File: config.mk
export PLATFORM = sky130hd
export DESIGN_NAME = telemetry_frame_deframer_top_flat
export DESIGN_NICKNAME = d
export VERILOG_FILES = /design/src/hw/rtl/tdf_pkg.sv /design/src/hw/rtl/tdf_byte_if.sv /design/src/hw/rtl/tdf_frame_if.sv /design/src/hw/rtl/tdf_cfg_if.sv /design/src/hw/rtl/tdf_cfg_regs.sv /design/src/hw/rtl/tdf_parser.sv /design/src/hw/rtl/tdf_out_reg.sv /design/src/hw/rtl/telemetry_frame_deframer_top.sv /design/src/flat_wrapper.sv
export SDC_FILE = /design/constraint.sdc
export NUM_CORES = 1
export LEC_CHECK = 0
export BUFFER_PORTS_ARGS = -buffer_cell sky130_fd_sc_hd__buf_2
export CAP_MARGIN = 20
export CELL_PAD_IN_SITES_DETAIL_PLACEMENT = 1
export CELL_PAD_IN_SITES_GLOBAL_PLACEMENT = 1
export CORE_MARGIN = 8
export CORE_UTILIZATION = 52
export DETAILED_ROUTE_END_ITERATION = 6
export HOLD_SLACK_MARGIN = 0.06
export PLACE_DENSITY = 0.87
export SYNTH_ARGS = -nofsm -noshare
export SYNTH_HDL_FRONTEND = slang
export SYNTH_SLANG_ARGS = --single-unit
File: constraint.sdc
create_clock -name clk -period 12.8 [get_ports clk]
set_input_delay 1.28 -clock clk [delete_from_list [all_inputs] [get_ports clk]]
set_output_delay 1.28 -clock clk [all_outputs]
set_load 0.01 [all_outputs]
File: src/hw/rtl/tdf_pkg.sv
`timescale 1ns / 1ps
`default_nettype none

package tdf_pkg;

    localparam int BYTE_W     = 8;
    localparam int APP_ID_W   = 16;
    localparam int PAYLOAD_W  = 32;
    localparam int ERR_CNT_W  = 32;
    localparam int CFG_IDX_W  = 2;

    localparam logic [BYTE_W-1:0] ESC_XOR        = 8'h20;
    localparam logic [BYTE_W-1:0] CHECK_GOOD     = 8'hFF;
    localparam logic [BYTE_W-1:0] RST_START_BYTE = 8'h7E;
    localparam logic [BYTE_W-1:0] RST_ESC_BYTE   = 8'h7D;
    localparam logic [BYTE_W-1:0] RST_MARKER     = 8'h10;

    typedef enum logic [CFG_IDX_W-1:0] {
        REG_START_BYTE   = 2'd0,
        REG_ESCAPE_BYTE  = 2'd1,
        REG_FRAME_MARKER = 2'd2
    } cfg_reg_t;

    typedef enum logic [3:0] {
        PH_IDLE   = 4'd0,
        PH_SENSOR = 4'd1,
        PH_MARKER = 4'd2,
        PH_APP1   = 4'd3,
        PH_APP2   = 4'd4,
        PH_DAT1   = 4'd5,
        PH_DAT2   = 4'd6,
        PH_DAT3   = 4'd7,
        PH_DAT4   = 4'd8,
        PH_CHECK  = 4'd9
    } phase_t;

    typedef struct packed {
        logic [BYTE_W-1:0] start_byte;
        logic [BYTE_W-1:0] escape_byte;
        logic [BYTE_W-1:0] frame_marker;
    } cfg_t;

    typedef struct packed {
        logic [BYTE_W-1:0]    node_id;
        logic [APP_ID_W-1:0]  app_id;
        logic [PAYLOAD_W-1:0] payload;
        logic                 check_ok;
        logic [ERR_CNT_W-1:0] error_count;
    } frame_t;

    // 8-bit add with end-around carry
    function automatic logic [BYTE_W-1:0] sum_fold(
        input logic [BYTE_W-1:0] acc,
        input logic [BYTE_W-1:0] b
    );
        logic [BYTE_W:0] s;
        s = {1'b0, acc} + {1'b0, b};
        return s[BYTE_W-1:0] + {{(BYTE_W-1){1'b0}}, s[BYTE_W]};
    endfunction

endpackage

`default_nettype wire

File: src/hw/rtl/tdf_byte_if.sv
`timescale 1ns / 1ps
`default_nettype none

interface tdf_byte_if;
    import tdf_pkg::*;

    logic              valid;
    logic              ready;
    logic [BYTE_W-1:0] rx_byte;

    modport source (output valid, output rx_byte, input ready);
    modport sink   (input valid, input rx_byte, output ready);
endinterface

`default_nettype wire

File: src/hw/rtl/tdf_frame_if.sv
`timescale 1ns / 1ps
`default_nettype none

interface tdf_frame_if;
    import tdf_pkg::*;

    logic                 valid;
    logic                 ready;
    logic [BYTE_W-1:0]    node_id;
    logic [APP_ID_W-1:0]  app_id;
    logic [PAYLOAD_W-1:0] payload;
    logic                 check_ok;
    logic [ERR_CNT_W-1:0] error_count;

    modport source (
        output valid, output node_id, output app_id, output payload,
        output check_ok, output error_count, input ready
    );
    modport sink (
        input valid, input node_id, input app_id, input payload,
        input check_ok, input error_count, output ready
    );
endinterface

`default_nettype wire

File: src/hw/rtl/tdf_cfg_if.sv
`timescale 1ns / 1ps
`default_nettype none

interface tdf_cfg_if;
    import tdf_pkg::*;

    logic                 valid;
    logic                 ready;
    logic [CFG_IDX_W-1:0] index;
    logic [BYTE_W-1:0]    data;

    modport source (output valid, output index, output data, input ready);
    modport sink   (input valid, input index, input data, output ready);
endinterface

`default_nettype wire

File: src/hw/rtl/tdf_cfg_regs.sv
`timescale 1ns / 1ps
`default_nettype none

module tdf_cfg_regs (
    input  wire logic    clk,
    input  wire logic    rst_n,
    tdf_cfg_if.sink      cfg,
    output tdf_pkg::cfg_t regs
);
    import tdf_pkg::*;

    cfg_t regs_reg;
    cfg_t regs_next;

    assign cfg.ready = 1'b1;
    assign regs      = regs_reg;

    always_comb
    begin
        regs_next = regs_reg;
        if (cfg.valid)
        begin
            case (cfg.index)
                REG_START_BYTE:   regs_next.start_byte   = cfg.data;
                REG_ESCAPE_BYTE:  regs_next.escape_byte  = cfg.data;
                REG_FRAME_MARKER: regs_next.frame_marker = cfg.data;
                default:          regs_next = regs_reg; // drop unknown index
            endcase
        end
    end

    always_ff @(posedge clk or negedge rst_n)
    begin
        if (!rst_n)
        begin
            regs_reg.start_byte   <= RST_START_BYTE;
            regs_reg.escape_byte  <= RST_ESC_BYTE;
            regs_reg.frame_marker <= RST_MARKER;
        end
        else
        begin
            regs_reg <= regs_next;
        end
    end

endmodule

`default_nettype wire

File: src/hw/rtl/tdf_parser.sv
`timescale 1ns / 1ps
`default_nettype none

module tdf_parser (
    input  wire logic     clk,
    input  wire logic     rst_n,
    tdf_byte_if.sink      rx,
    input  tdf_pkg::cfg_t cfg,
    output logic          res_valid,
    output tdf_pkg::frame_t res,
    input  wire logic     res_ready
);
    import tdf_pkg::*;

    // input word register
    logic              in_valid_reg;
    logic [BYTE_W-1:0] in_byte_reg;

    // parser state
    phase_t               phase_reg, phase_next;
    logic                 pending_reg, pending_next;
    logic [BYTE_W-1:0]    id_reg, id_next;
    logic [APP_ID_W-1:0]  appid_reg, appid_next;
    logic [PAYLOAD_W-1:0] payload_reg, payload_next;
    logic [BYTE_W-1:0]    acc_reg, acc_next;
    logic [ERR_CNT_W-1:0] fail_reg, fail_next;

    logic              emit;
    logic              fire;
    logic              is_start;
    logic              in_body;
    logic              is_esc;
    logic              check_ok;
    logic [BYTE_W-1:0] b;
    logic [BYTE_W-1:0] acc_sum;

    assign is_start = (in_byte_reg == cfg.start_byte);
    assign b        = pending_reg ? (in_byte_reg ^ ESC_XOR) : in_byte_reg;
    assign in_body  = phase_reg inside {[PH_APP1:PH_CHECK]};
    assign is_esc   = (b == cfg.escape_byte) && in_body;
    assign acc_sum  = sum_fold(acc_reg, b);
    assign check_ok = (acc_sum == CHECK_GOOD);

    // only the checksum word needs room downstream
    assign fire     = in_valid_reg && (!emit || res_ready);
    assign rx.ready = !in_valid_reg || fire;

    always_comb
    begin
        phase_next   = phase_reg;
        pending_next = pending_reg;
        id_next      = id_reg;
        appid_next   = appid_reg;
        payload_next = payload_reg;
        acc_next     = acc_reg;
        fail_next    = fail_reg;
        emit         = 1'b0;

        if (is_start)
        begin
            // restart; a pending escape survives
            phase_next = PH_SENSOR;
        end
        else if (is_esc)
        begin
            pending_next = 1'b1;
        end
        else
        begin
            pending_next = 1'b0;
            case (phase_reg)
                PH_SENSOR:
                begin
                    id_next    = b;
                    phase_next = PH_MARKER;
                end
                PH_MARKER:
                begin
                    if (b == cfg.frame_marker)
                    begin
                        acc_next   = b;
                        phase_next = PH_APP1;
                    end
                    else
                    begin
                        phase_next = PH_IDLE;
                    end
                end
                PH_APP1:
                begin
                    appid_next[7:0] = b;
                    acc_next        = acc_sum;
                    phase_next      = PH_APP2;
                end
                PH_APP2:
                begin
                    appid_next[15:8] = b;
                    acc_next         = acc_sum;
                    phase_next       = PH_DAT1;
                end
                PH_DAT1:
                begin
                    payload_next[7:0] = b;
                    acc_next          = acc_sum;
                    phase_next        = PH_DAT2;
                end
                PH_DAT2:
                begin
                    payload_next[15:8] = b;
                    acc_next           = acc_sum;
                    phase_next         = PH_DAT3;
                end
                PH_DAT3:
                begin
                    payload_next[23:16] = b;
                    acc_next            = acc_sum;
                    phase_next          = PH_DAT4;
                end
                PH_DAT4:
                begin
                    payload_next[31:24] = b;
                    acc_next            = acc_sum;
                    phase_next          = PH_CHECK;
                end
                PH_CHECK:
                begin
                    acc_next   = acc_sum;
                    emit       = 1'b1;
                    phase_next = PH_IDLE;
                    if (!check_ok)
                    begin
                        fail_next = fail_reg + {{(ERR_CNT_W-1){1'b0}}, 1'b1};
                    end
                end
                default:
                begin
                    phase_next = PH_IDLE;
                end
            endcase
        end
    end

    always_comb
    begin
        res_valid       = in_valid_reg && emit;
        res.node_id     = id_reg;
        res.app_id      = appid_reg;
        res.payload     = payload_reg;
        res.check_ok    = check_ok;
        res.error_count = fail_next;
    end

    always_ff @(posedge clk or negedge rst_n)
    begin
        if (!rst_n)
        begin
            in_valid_reg <= 1'b0;
            phase_reg    <= PH_IDLE;
            pending_reg  <= 1'b0;
            id_reg       <= '0;
            appid_reg    <= '0;
            payload_reg  <= '0;
            acc_reg      <= '0;
            fail_reg     <= '0;
        end
        else
        begin
            if (rx.ready)
            begin
                in_valid_reg <= rx.valid;
            end
            if (fire)
            begin
                phase_reg   <= phase_next;
                pending_reg <= pending_next;
                id_reg      <= id_next;
                appid_reg   <= appid_next;
                payload_reg <= payload_next;
                acc_reg     <= acc_next;
                fail_reg    <= fail_next;
            end
        end
    end

    always_ff @(posedge clk)
    begin
        if (rx.valid && rx.ready)
        begin
            in_byte_reg <= rx.rx_byte;
        end
    end

endmodule

`default_nettype wire

File: src/hw/rtl/tdf_out_reg.sv
`timescale 1ns / 1ps
`default_nettype none

module tdf_out_reg (
    input  wire logic       clk,
    input  wire logic       rst_n,
    input  wire logic       res_valid,
    input  tdf_pkg::frame_t res,
    output logic            res_ready,
    tdf_frame_if.source     tx
);
    import tdf_pkg::*;

    logic   out_valid_reg;
    frame_t out_reg;

    // take a new word when empty or when the held one leaves
    assign res_ready = !out_valid_reg || tx.ready;

    assign tx.valid       = out_valid_reg;
    assign tx.node_id     = out_reg.node_id;
    assign tx.app_id      = out_reg.app_id;
    assign tx.payload     = out_reg.payload;
    assign tx.check_ok    = out_reg.check_ok;
    assign tx.error_count = out_reg.error_count;

    always_ff @(posedge clk or negedge rst_n)
    begin
        if (!rst_n)
        begin
            out_valid_reg <= 1'b0;
        end
        else if (res_ready)
        begin
            out_valid_reg <= res_valid;
        end
    end

    always_ff @(posedge clk)
    begin
        if (res_ready && res_valid)
        begin
            out_reg <= res;
        end
    end

endmodule

`default_nettype wire

File: src/hw/rtl/telemetry_frame_deframer_top.sv
// Path: a checksum byte taken on rx is held in the input register and feeds the parser;
// the frame word it completes is captured in the result register, which drives tx.
// Throughput: one byte per cycle; the only stall is a full result register holding
// a frame word while the next checksum byte waits.
// Reset: rst_n clears parser state, error count and valid flags at once and loads
// the default start, escape and marker bytes.
`timescale 1ns / 1ps
`default_nettype none

module telemetry_frame_deframer_top (
    input  wire logic   clk,
    input  wire logic   rst_n,
    tdf_cfg_if.sink     cfg,
    tdf_byte_if.sink    rx,
    tdf_frame_if.source tx
);
    import tdf_pkg::*;

    cfg_t   cfg_regs;
    frame_t res;
    logic   res_valid;
    logic   res_ready;

    tdf_cfg_regs u_cfg_regs (
        .clk   (clk),
        .rst_n (rst_n),
        .cfg   (cfg),
        .regs  (cfg_regs)
    );

    tdf_parser u_parser (
        .clk       (clk),
        .rst_n     (rst_n),
        .rx        (rx),
        .cfg       (cfg_regs),
        .res_valid (res_valid),
        .res       (res),
        .res_ready (res_ready)
    );

    tdf_out_reg u_out_reg (
        .clk       (clk),
        .rst_n     (rst_n),
        .res_valid (res_valid),
        .res       (res),
        .res_ready (res_ready),
        .tx        (tx)
    );

endmodule

`default_nettype wire

File: src/flat_wrapper.sv
// flat-port wrapper written by rule: the top's interface ports become plain ports
module telemetry_frame_deframer_top_flat import tdf_pkg::*;
  (clk, rst_n, cfg_valid, cfg_index, cfg_data, cfg_ready, rx_valid, rx_rx_byte, rx_ready, tx_valid, tx_node_id, tx_app_id, tx_payload, tx_check_ok, tx_error_count, tx_ready);
  tdf_cfg_if cfg_i ();
  tdf_byte_if rx_i ();
  tdf_frame_if tx_i ();
  input  wire logic clk;
  input  wire logic rst_n;
  input wire logic [$bits(cfg_i.valid)-1:0] cfg_valid;
  input wire logic [$bits(cfg_i.index)-1:0] cfg_index;
  input wire logic [$bits(cfg_i.data)-1:0] cfg_data;
  output wire logic [$bits(cfg_i.ready)-1:0] cfg_ready;
  input wire logic [$bits(rx_i.valid)-1:0] rx_valid;
  input wire logic [$bits(rx_i.rx_byte)-1:0] rx_rx_byte;
  output wire logic [$bits(rx_i.ready)-1:0] rx_ready;
  output wire logic [$bits(tx_i.valid)-1:0] tx_valid;
  output wire logic [$bits(tx_i.node_id)-1:0] tx_node_id;
  output wire logic [$bits(tx_i.app_id)-1:0] tx_app_id;
  output wire logic [$bits(tx_i.payload)-1:0] tx_payload;
  output wire logic [$bits(tx_i.check_ok)-1:0] tx_check_ok;
  output wire logic [$bits(tx_i.error_count)-1:0] tx_error_count;
  input wire logic [$bits(tx_i.ready)-1:0] tx_ready;
  assign cfg_i.valid = cfg_valid;
  assign cfg_i.index = cfg_index;
  assign cfg_i.data = cfg_data;
  assign cfg_ready = cfg_i.ready;
  assign rx_i.valid = rx_valid;
  assign rx_i.rx_byte = rx_rx_byte;
  assign rx_ready = rx_i.ready;
  assign tx_valid = tx_i.valid;
  assign tx_node_id = tx_i.node_id;
  assign tx_app_id = tx_i.app_id;
  assign tx_payload = tx_i.payload;
  assign tx_check_ok = tx_i.check_ok;
  assign tx_error_count = tx_i.error_count;
  assign tx_i.ready = tx_ready;
  telemetry_frame_deframer_top u_core (.clk(clk), .rst_n(rst_n), .cfg(cfg_i), .rx(rx_i), .tx(tx_i));
endmodule
---- After elaboration in Yosys (flattened, before gate mapping) ----
Index checks and enable logic that the tools add are counted.
cells by class
  reductions and logical operators ........ 28
  bitwise logic cells ..................... 3
  muxes and demuxes ....................... 15
  magnitude comparators ................... 2
  equal/unequal tests ..................... 17
  $add $sub $neg .......................... 3
operators by type and width
  kind                                                               number
  2-to-1 mux 32 bit                                                  4
  adder 32 x 1 -> 32 bit, second input constant                      1
  one-hot mux 4 bit (8 select lines)                                 1
  AND reduction 4 bit                                                7
  equality test 8 bit                                                3
  equality test 4 x 3 -> 1 bit, second input constant                4
  one-hot mux 8 bit (2 select lines)                                 1
  AND reduction 2 bit                                                5
  adder 8 x 8 -> 9 bit                                               1
  adder 8 x 1 -> 8 bit                                               1
  equality test 4 x 2 -> 1 bit, second input constant                2
  equality test 4 bit, second input constant                         2
  equality test 8 bit, second input constant                         1
  2-to-1 mux 4 bit                                                   2
  2-to-1 mux 8 bit                                                   1
  OR reduction 7 bit                                                 1
  logical AND 1 bit                                                  6
  2-to-1 mux 6 bit                                                   1
  AND reduction 5 bit                                                1
  equality test 4 x 1 -> 1 bit, second input constant                1
  greater-or-equal comparator 4 x 2 -> 1 bit, second input constant  1
  less-or-equal comparator 4 bit, second input constant              1
  2-to-1 mux 1 bit                                                   4
  != test 2 bit, second input constant                               2
  other kinds (8)                                                    14
storage, ports and cells
  flip-flop bits (word level) ............. 224
  input bits .............................. 23
  output and inout port bits .............. 92
  logic and storage cells ................. 90

---- Depth between registers and ports, before layout ----
Gate-level depths: netlist of the first run.
  word-level depth ........................ 11
  depth in mapped cells ................... 19
  mapped depth without buffers ............ 17

---- By module ----
Synthesis of the first run repeated with hierarchy kept, for this count alone.
unflattened totals
  cells, all modules ...................... 712
  area, all modules ....................... 9,780.6 µm²
modules (own cells, without submodules)
  module        sequential area each (µm²)  cells an instance  instances  area each (µm²)
  tdf_parser    2,792.7                     566                1          6,114.6
  tdf_out_reg   2,697.6                     93                 1          2,726.4
  tdf_cfg_regs  616.8                       53                 1          939.7

---- Worst setup path before layout of the first run ----
Ideal clock, no wire load.
  path kind ............................... input port to flip-flop
  start point ............................. input port tx_ready
  end point ............................... register u_core.u_parser.fail_reg[11]
  data required time ...................... 12.675 ns
  stages on the path ...................... 8
  setup slack ............................. 7.997 ns
  buffers on the path ..................... 1
  data arrival time ....................... 4.678 ns
  setup time .............................. 0.125 ns
  cells stage by stage .................... nor2b_1 -> nor2b_1 -> and4_1 -> o21ai_1 -> o21ai_2 -> buf_2 -> nand2_1 -> xnor2_1
between the ends
  cells in the longest elaborated chain, start to end .. 3
RTL lines
  what                  RTL line            text
  from (decl)           flat_wrapper.sv:22  input wire logic [$bits(tx_i.ready)-1:0] tx_ready;
  logical OR 1 bit      tdf_out_reg.sv:18   assign res_ready = !out_valid_reg || tx.ready;
  logical OR 1 bit      tdf_parser.sv:45    assign fire = in_valid_reg && (!emit || res_ready);
  logical AND 1 bit     tdf_parser.sv:45
  to (signal assigned)  tdf_parser.sv:180   fail_reg <= fail_next;
  to (decl)             tdf_parser.sv:26    logic [ERR_CNT_W-1:0] fail_reg, fail_next;
Every way passes these cells.
A chain may end at the register's enable or synchronous reset.

==> run metrics, run 1 <==
Pwr Total 2.20 mW; Relative slew margins 28.6%; PwrDens 196 nW/µm²; DR iter-0 viols 361; Hold-fix buffers, CTS 0; clock buffer depth 3; clock sink total 224; Synth Register Bits 224; CTS root buf clkbuf_16; clk_skew 0.0211 ns; multiplexer share of the synthesized area 9.59%; Synth Area in Compound Gates 3.68%; vias in the first global route 6,857; switching share of power 29.7%; CP Data Required Time 13.05 ns; first-pass GRT wire length 38,600 µm; commonest cells in the netlist dfrtp_1 (114), edfxtp_1 (97), mux2_2 (80), nand2_1 (59), xor2_1 (48); reg2reg path depth 16; Setup crit start kind flip-flop; Comb pwr share 22.0%; CTS buffer count 25; post-synth top area share 30.0%; Post-Synth XOR/XNOR Area 8.89%; initial antenna violation count 0; dominant synthesized flop cell dfrtp_1; crit-path max FO 18; FFs w/ async S/R, synth 56.7%; Synth Area per Inst 13.8 µm²; layout cell share with drive strength beyond 1 34.7%; fin crit share 40.8%; Adder-Cell Fraction of Synth Area 1.75%; Layout fillers 1,808; Final Hold Fails 0; library cells used by synthesis 65; DRC 0; total grt overflow 0; Syn Inst Count 705; Synth area leader edfxtp_1; register area share after synthesis 62.9%; post-cts resize count 0; internal power 1.55 mW; CP Class reg -> reg; # Post-CTS Setup Buffers 0; Post-Syn Nets 741; Worst R2R End u_core.u_out_reg.tx.error_count[8]$_DFFE_PP_; Fmax 191 MHz; IO Pins 115; Via Count 5,961; CORE AREA 18,500 µm²; Initial Util 52.4%; Critical Path End u_core.u_out_reg.tx.error_count[8]$_DFFE_PP_; antenna diode count 0; Mapped Area 9710 µm²; DIE WIDTH 153 µm; Worst-Skew Late Latency 0.53 ns; Vias/cell 5.55; ranking of synthesized cells by area edfxtp_1 (30%), dfrtp_1 (29%), mux2_2 (9.3%); Clock transition at path regs 0.06 ns; Clk pwr share 32.2%; most frequent cell after synthesis dfrtp_1; min Tclk post-route 5.23 ns; Pre-antenna DRT Iters 4; Worst Tran Pin Value 1.07 ns; Final GP Congestion 0.855; Max VDD drop 108 µV; RSZ-0062 raised after global routing false; CP arrival 5.48 ns; Finish-stage setup viols 0; GRT Overall Usage 20.4%; leakage 4.75 nW; r2r setup slk 7.57 ns; post-route ant nets 0; max-cap viol count 0; Setup WS post-layout 7.57 ns; setup TNS 0 ns; Rows 50; Synth Area in Simple Gates 11.2%; Die Ht 153 µm; worst setup path startpoint u_core.u_parser.in_byte_reg[5]$_DFFE_PP_; area grow syn2layout 16.0%; fin. max-slew vios 0; pre-CTS setup slack 7.63 ns; TritonCTS clock tree done; DRT Wirelength 23,600 µm; Worst R2R Start u_core.u_parser.in_byte_reg[5]$_DFFE_PP_; average routed wire per standard cell 22.0 µm; die area 23,300 µm²; largest family of logic cells by synthesized area simple AND/OR/NAND/NOR gates; # port buffers 113; DP HPWL 16,400 µm; run status complete, no violations; number of synthesized flops with an enable pin 97; Yosys Warn Count 0; share of power burned in registers 45.8%; Fin Hold WS 0.449 ns; Worst setup EP type flip-flop; Psw 0.654 mW; largest net degree at the start of global routing 69; HP Class reg -> reg; # H-tree levels 1; fin nets 858
[layer usage]
metal,vias up,wire (µm),GRT usage (%)
li1,2725,-,-
met1,3044,9870,26.3
met2,154,12100,34.8
met3,38,1210,3.74
met4,0,482,5.61
met5,-,0,0
[cell families after synthesis]
| group | Yosys count |
|---|---|
| other cells | 1 |
| fa+ha+maj | 13 |
| xor+xnor | 96 |
| simple gates | 200 |
| buf+inv | 35 |
| compound gates | 53 |
| flops | 224 |
| mux | 83 |
[metrics by stage]
stage | cell area [µm²] | utilization (%) | std cells
after global routing | 11300 | 60.8 | 1075
final | 11300 | 60.8 | 1075
after CTS | 11300 | 60.8 | 1075
after floorplan | 9710 | - | 705
after global placement | 10400 | 56.4 | 1029
after detailed placement | 10400 | 56.4 | 1029
[worst max-delay path, stage by stage (launching register included)]
cell,delay [ns]
edfxtp_1,0.45
xnor2_2,0.57
inv_1,0.20
ha_1,0.36
nand2_1,0.07
a21o_1,0.17
a21boi_1,0.30
o21ai_0,0.13
nand2b_1,0.10
ha_1,0.22
nand2_1,0.13
nor4_1,0.49
nand4bb_1,0.25
o21ai_1,0.27
o21a_1,0.86
nor2_1,0.19
xor2_1,0.19
[placed cells by master (no fill, tap or decap), types with 3 or more instances in the layout]
| master | Yosys | routed |
|---|---|---|
| nor2_2 | 15 | 15 |
| inv_1 | 8 | 8 |
| nor4_1 | 5 | 5 |
| nand3b_1 | 3 | 3 |
| clkbuf_8 | 0 | 3 |
| nand3_1 | 18 | 18 |
| xor2_1 | 48 | 48 |
| xnor2_1 | 45 | 45 |
| nand2b_1 | 7 | 7 |
| o22ai_1 | 3 | 3 |
| dfrtp_1 | 114 | 114 |
| nand2_1 | 59 | 59 |
| buf_4 | 2 | 5 |
| o21ai_1 | 3 | 3 |
| buf_2 | 12 | 112 |
| edfxtp_1 | 97 | 97 |
| clkbuf_16 | 0 | 25 |
| mux2_2 | 80 | 80 |
| a21oi_1 | 17 | 17 |
| nor2_1 | 38 | 38 |
| a211oi_1 | 3 | 3 |
| mux2i_1 | 3 | 3 |
| nand4_1 | 10 | 10 |
| or4_1 | 3 | 3 |
| clkbuf_1 | 9 | 5 |
| or2_2 | 3 | 3 |
| ha_1 | 12 | 12 |
| and3_1 | 6 | 6 |
| dfstp_2 | 13 | 13 |
| nor3_2 | 8 | 8 |
| nor3_1 | 6 | 6 |
| o21ai_0 | 9 | 9 |
| clkinv_2 | 0 | 7 |
[power by group through the flow]
stage	Clock [mW]	Combinational [mW]	Sequential [mW]
final	0.710	0.484	1.01
after floorplan	0	0.380	0.968
after CTS	0.722	0.488	1.01
after global routing	0.752	0.535	1.02
after detailed placement	0	0.480	1.02
after global placement	0	0.447	1.00
[area by class of cell]
class                   count  area (µm²)  area share [%]
clock buffers              33         686            6.09
multi-input cells         446        3410            30.3
inverters                   8        30.0           0.267
well taps                 234         293            2.60
flip-flops and latches    224        6110            54.2
repair buffers            117         598            5.31
clock inverters            13         135            1.20
[worst min path at each step]
stage	cells past startpoint	endpoint	slack, ns	from
3_5_place_dp	0	u_core.u_out_reg.tx.node_id[4]$_DFFE_PP_	0.43	u_core.u_parser.id_reg[4]$_DFFE_PN0P_
5_1_grt	0	u_core.u_out_reg.tx.node_id[4]$_DFFE_PP_	0.46	u_core.u_parser.id_reg[4]$_DFFE_PN0P_
4_1_cts	0	u_core.u_out_reg.tx.node_id[4]$_DFFE_PP_	0.45	u_core.u_parser.id_reg[4]$_DFFE_PN0P_
6_report	0	u_core.u_out_reg.tx.payload[27]$_DFFE_PP_	0.45	u_core.u_parser.payload_reg[27]$_DFFE_PN0P_
3_3_place_gp	0	u_core.u_out_reg.tx.payload[30]$_DFFE_PP_	0.43	u_core.u_parser.payload_reg[30]$_DFFE_PN0P_
2_1_floorplan	0	u_core.u_out_reg.tx.app_id[10]$_DFFE_PP_	0.42	u_core.u_parser.appid_reg[10]$_DFFE_PN0P_
Power figures use the tool's default switching activity.
==> run 2: changes to the inputs <==
Settings changed: ABC_AREA set to 1, CORE_UTILIZATION 52 to 45, PLACE_DENSITY 0.87 to 0.81.
Clock period 12.8 ns to 4.9 ns, I/O delays scaled along.
==> run 2 against run 1 <==
Effect of this change:
- clock skew shrank 0.0022 ns
- combinational power grew to 2.7 times the previous value
- fmax grew 26%
- final cell count grew 40%
- largest cell class unchanged
- largest power group unchanged
==> run metrics, run 2 <==
most frequent cells in the layout nand2_1 (323), inv_1 (116), dfrtp_1 (114) (was dfrtp_1 (114), buf_2 (112), edfxtp_1 (97)); Rows 55 (was 50); max-cap viol count 0 (unchanged); library cells used by synthesis 43 (was 65); # port buffers 113 (unchanged); layout cell share with drive strength beyond 1 16.3% (was 34.7%); Syn Inst Count 1,096 (was 705); # H-tree levels 1 (unchanged); CP Class reg -> reg (unchanged); r2r setup slk 0.76 ns (was 7.57 ns); average routed wire per standard cell 18.3 µm (was 22.0 µm); fin nets 1,242 (was 858); initial antenna violation count 0 (unchanged); Synth Register Bits 224 (unchanged); Worst R2R Start u_core.u_parser.in_byte_reg[5]$_DFFE_PP_ (unchanged); DP Area 11,000 µm² (was 10,400 µm²); die area 27,800 µm² (was 23,300 µm²); fin. max-slew vios 0 (unchanged); commonest cells in the netlist nand2_1 (323), inv_1 (116), dfrtp_1 (114), edfxtp_1 (97), nand3_1 (85) (was dfrtp_1 (114), edfxtp_1 (97), mux2_2 (80), nand2_1 (59), xor2_1 (48)); clk_skew 0.0189 ns (was 0.0211 ns); Relative slew margins 42.9% (was 28.6%); Max VDD drop 200 µV (was 108 µV); Setup WS post-layout 0.760 ns (was 7.57 ns); number of synthesized flops with an enable pin 97 (unchanged); Critical Path End u_core.u_out_reg.tx.error_count[5]$_DFFE_PP_ (was u_core.u_out_reg.tx.error_count[8]$_DFFE_PP_); Via Count 7,956 (was 5,961); HP Class in -> reg (was reg -> reg); area grow syn2layout 15.6% (was 16.0%); clock sink total 224 (unchanged); Fmax 242 MHz (was 191 MHz); Post-Syn Nets 1,132 (was 741); GRT Overall Usage 20.0% (was 20.4%); CP Data Required Time 5.17 ns (was 13.05 ns); post-cts resize count 0 (unchanged); Finish-stage setup viols 0 (unchanged); ranking of synthesized cells by area edfxtp_1 (28%), dfrtp_1 (28%), nand2_1 (12%) (was edfxtp_1 (30%), dfrtp_1 (29%), mux2_2 (9.3%)); Pre-antenna DRT Iters 4 (unchanged); DRC 0 (unchanged); largest net degree at the start of global routing 90 (was 69); Mapped Area 10,200 µm² (was 9710 µm²); Worst-Skew Late Latency 0.53 ns (about the same); Worst setup EP type flip-flop (unchanged); slowest CP cell buf_4 (was o21a_1); Setup crit start kind flip-flop (unchanged); switching share of power 32.3% (was 29.7%); TritonCTS clock tree done (unchanged); Clk pwr share 32.1% (was 32.2%); CP top delay family simple AND/OR/NAND/NOR gates (was compound AO/OA/AOI/OAI gates); RSZ-0062 raised after global routing false (unchanged); Worst R2R End u_core.u_out_reg.tx.error_count[5]$_DFFE_PP_ (was u_core.u_out_reg.tx.error_count[8]$_DFFE_PP_); reg2reg path depth 22 (was 16); leakage 5.39 nW (was 4.75 nW); antenna diode count 0 (unchanged); Psw 1.88 mW (was 0.654 mW); hold path start rx_rx_byte[3] (was u_core.u_parser.payload_reg[27]$_DFFE_PN0P_); IO Pins 115 (unchanged); DR iter-0 viols 574 (was 361); # Post-CTS Setup Buffers 0 (unchanged); pre-CTS setup slack 0.851 ns (was 7.63 ns); Yosys Warn Count 0 (unchanged); worst setup path startpoint u_core.u_parser.in_byte_reg[5]$_DFFE_PP_ (unchanged); final core utilization 52.6% (was 60.8%); footprint of the multi-input gates 3470 µm² (was 3410 µm²); post-synth top area share 28.5% (was 30.0%); Synth area leader edfxtp_1 (unchanged); crit-path max FO 62 (was 18); Die Ht 167 µm (was 153 µm); final instance area 11,800 µm² (was 11,300 µm²); Vias/cell 5.27 (was 5.55); max incr delay on CP 0.49 ns (was 0.86 ns); dominant synthesized flop cell dfrtp_1 (unchanged); CORE AREA 22,500 µm² (was 18,500 µm²); total grt overflow 0 (unchanged); DIE WIDTH 167 µm (was 153 µm); Worst Tran Pin Value 0.854 ns (was 1.07 ns); cell mode on critical path nand2_1; CP arrival 4.41 ns (was 5.48 ns); Final GP Congestion 0.846 (was 0.855); Clock transition at path regs 0.06 ns (about the same); internal power 3.94 mW (was 1.55 mW); FFs w/ async S/R, synth 56.7% (unchanged); commonest non-fill, non-tap cell in the layout nand2_1 (was dfrtp_1); Comb pwr share 22.3% (was 22.0%); register area share after synthesis 59.7% (was 62.9%); Reg area 6110 µm² (unchanged); post-route ant nets 0 (unchanged); Initial Util 45.5% (was 52.4%); share of power burned in registers 45.6% (was 45.8%); min Tclk post-route 4.14 ns (was 5.23 ns); Final Hold Fails 0 (unchanged); fin crit share 84.5% (was 40.8%); worst path bufs/invs 3 (was 1); vias in the first global route 8,647 (was 6,857); stages on the worst setup path 22 (was 16); first-pass GRT wire length 45,600 µm (was 38,600 µm); DRT Wirelength 27,700 µm (was 23,600 µm); run status complete, no violations (unchanged); CTS root buf clkbuf_16 (unchanged); Synth Area per Inst 9.34 µm² (was 13.8 µm²); most frequent cell after synthesis nand2_1 (was dfrtp_1); setup TNS 0 ns (unchanged); worst path cell trace inv_1 -> nand2_1 -> nand2_1 -> ha_1 -> a21oi_1 -> nand3_1 -> a21oi_1 -> o21bai_1 -> ha_1 -> ha_1 -> nand3_1 -> inv_1 -> nand2_1 -> nor2_1 -> nand2_1 -> nand2_1 -> nand2_1 -> nor2_1 -> nand2_1 -> buf_4 -> nand3_1 -> and2_1 (was xnor2_2 -> inv_1 -> ha_1 -> nand2_1 -> a21o_1 -> a21boi_1 -> o21ai_0 -> nand2b_1 -> ha_1 -> nand2_1 -> nor4_1 -> nand4bb_1 -> o21ai_1 -> o21a_1 -> nor2_1 -> xor2_1); DP HPWL 19,400 µm (was 16,400 µm); PwrDens 493 nW/µm² (was 196 nW/µm²); clock buffer depth 3 (unchanged); Layout fillers 2,580 (was 1,808); Fin Hold WS 0.133 ns (was 0.449 ns); CTS buffer count 25 (unchanged)
[run 2: kinds of logic after synthesis]
group,Yosys count,synth area share (%)
simple gates,565,24.5
flops,224,59.7
buf+inv,157,6.56
compound gates,119,6.15
xor+xnor,17,1.45
fa+ha+maj,13,1.66
other cells,1,0.0366
[run 2: power groups by stage]
stage          Combinational, mW  Sequential, mW  Clock (mW)
2_1_floorplan              0.959            2.58           0
3_3_place_gp                1.20            2.66           0
3_5_place_dp                1.28            2.68           0
4_1_cts                     1.31            2.65        1.91
5_1_grt                     1.49            2.70        1.98
6_report                    1.30            2.66        1.87
[run 2: metrics by stage]
step	power, mW	std cells
after floorplan	3.54	1096
after global placement	3.86	1463
after detailed placement	3.96	1463
after CTS	5.87	1510
after global routing	6.17	1510
final	5.83	1510
[run 2: worst register-to-register path: cells and delay by family, from the launching register on]
family / cells / cell delay, ns
DFF: 1 / 0.42
AOI/OAI and AO/OA: 3 / 0.44
and+or+nand+nor: 13 / 1.59
buffers and inverters: 3 / 0.64
adders and majority gates: 3 / 0.79
[run 2: routing by layer]
metal | GRT usage, % | wire length (µm)
met2 | 34.6 | 13600
met3 | 3.24 | 1260
met1 | 25.7 | 12300
met4 | 4.74 | 485
met5 | 0 | 0
[run 2: how the worst min path moves through the flow]
stage / slack [ns] / cells past startpoint / endpoint
after floorplan: 0.19 / 0 / u_core.u_cfg_regs.regs[0]$_DFFE_PN0P_
after global placement: 0.43 / 0 / u_core.u_out_reg.tx.payload[7]$_DFFE_PP_
after detailed placement: 0.43 / 0 / u_core.u_out_reg.tx.app_id[1]$_DFFE_PP_
after CTS: 0.12 / 1 / u_core.u_parser.in_byte_reg[3]$_DFFE_PP_
after global routing: 0.12 / 1 / u_core.u_parser.in_byte_reg[3]$_DFFE_PP_
final: 0.13 / 1 / u_core.u_parser.in_byte_reg[3]$_DFFE_PP_
[run 2: area by class of cell]
| cell class | count | area share, % |
|---|---|---|
| Clock buffer | 36 | 5.97 |
| Inverter | 122 | 3.89 |
| Sequential cell | 224 | 51.6 |
| Tap cell | 285 | 3.01 |
| Timing Repair Buffer | 118 | 5.24 |
| Clock inverter | 10 | 0.994 |
| Multi-Input combinational cell | 715 | 29.3 |
[run 2: timing repair]
action,4_1_cts,5_1_grt
endpoints found under the setup margin,0,0
hold buffers,1,0
hold endpoints to repair,23,0
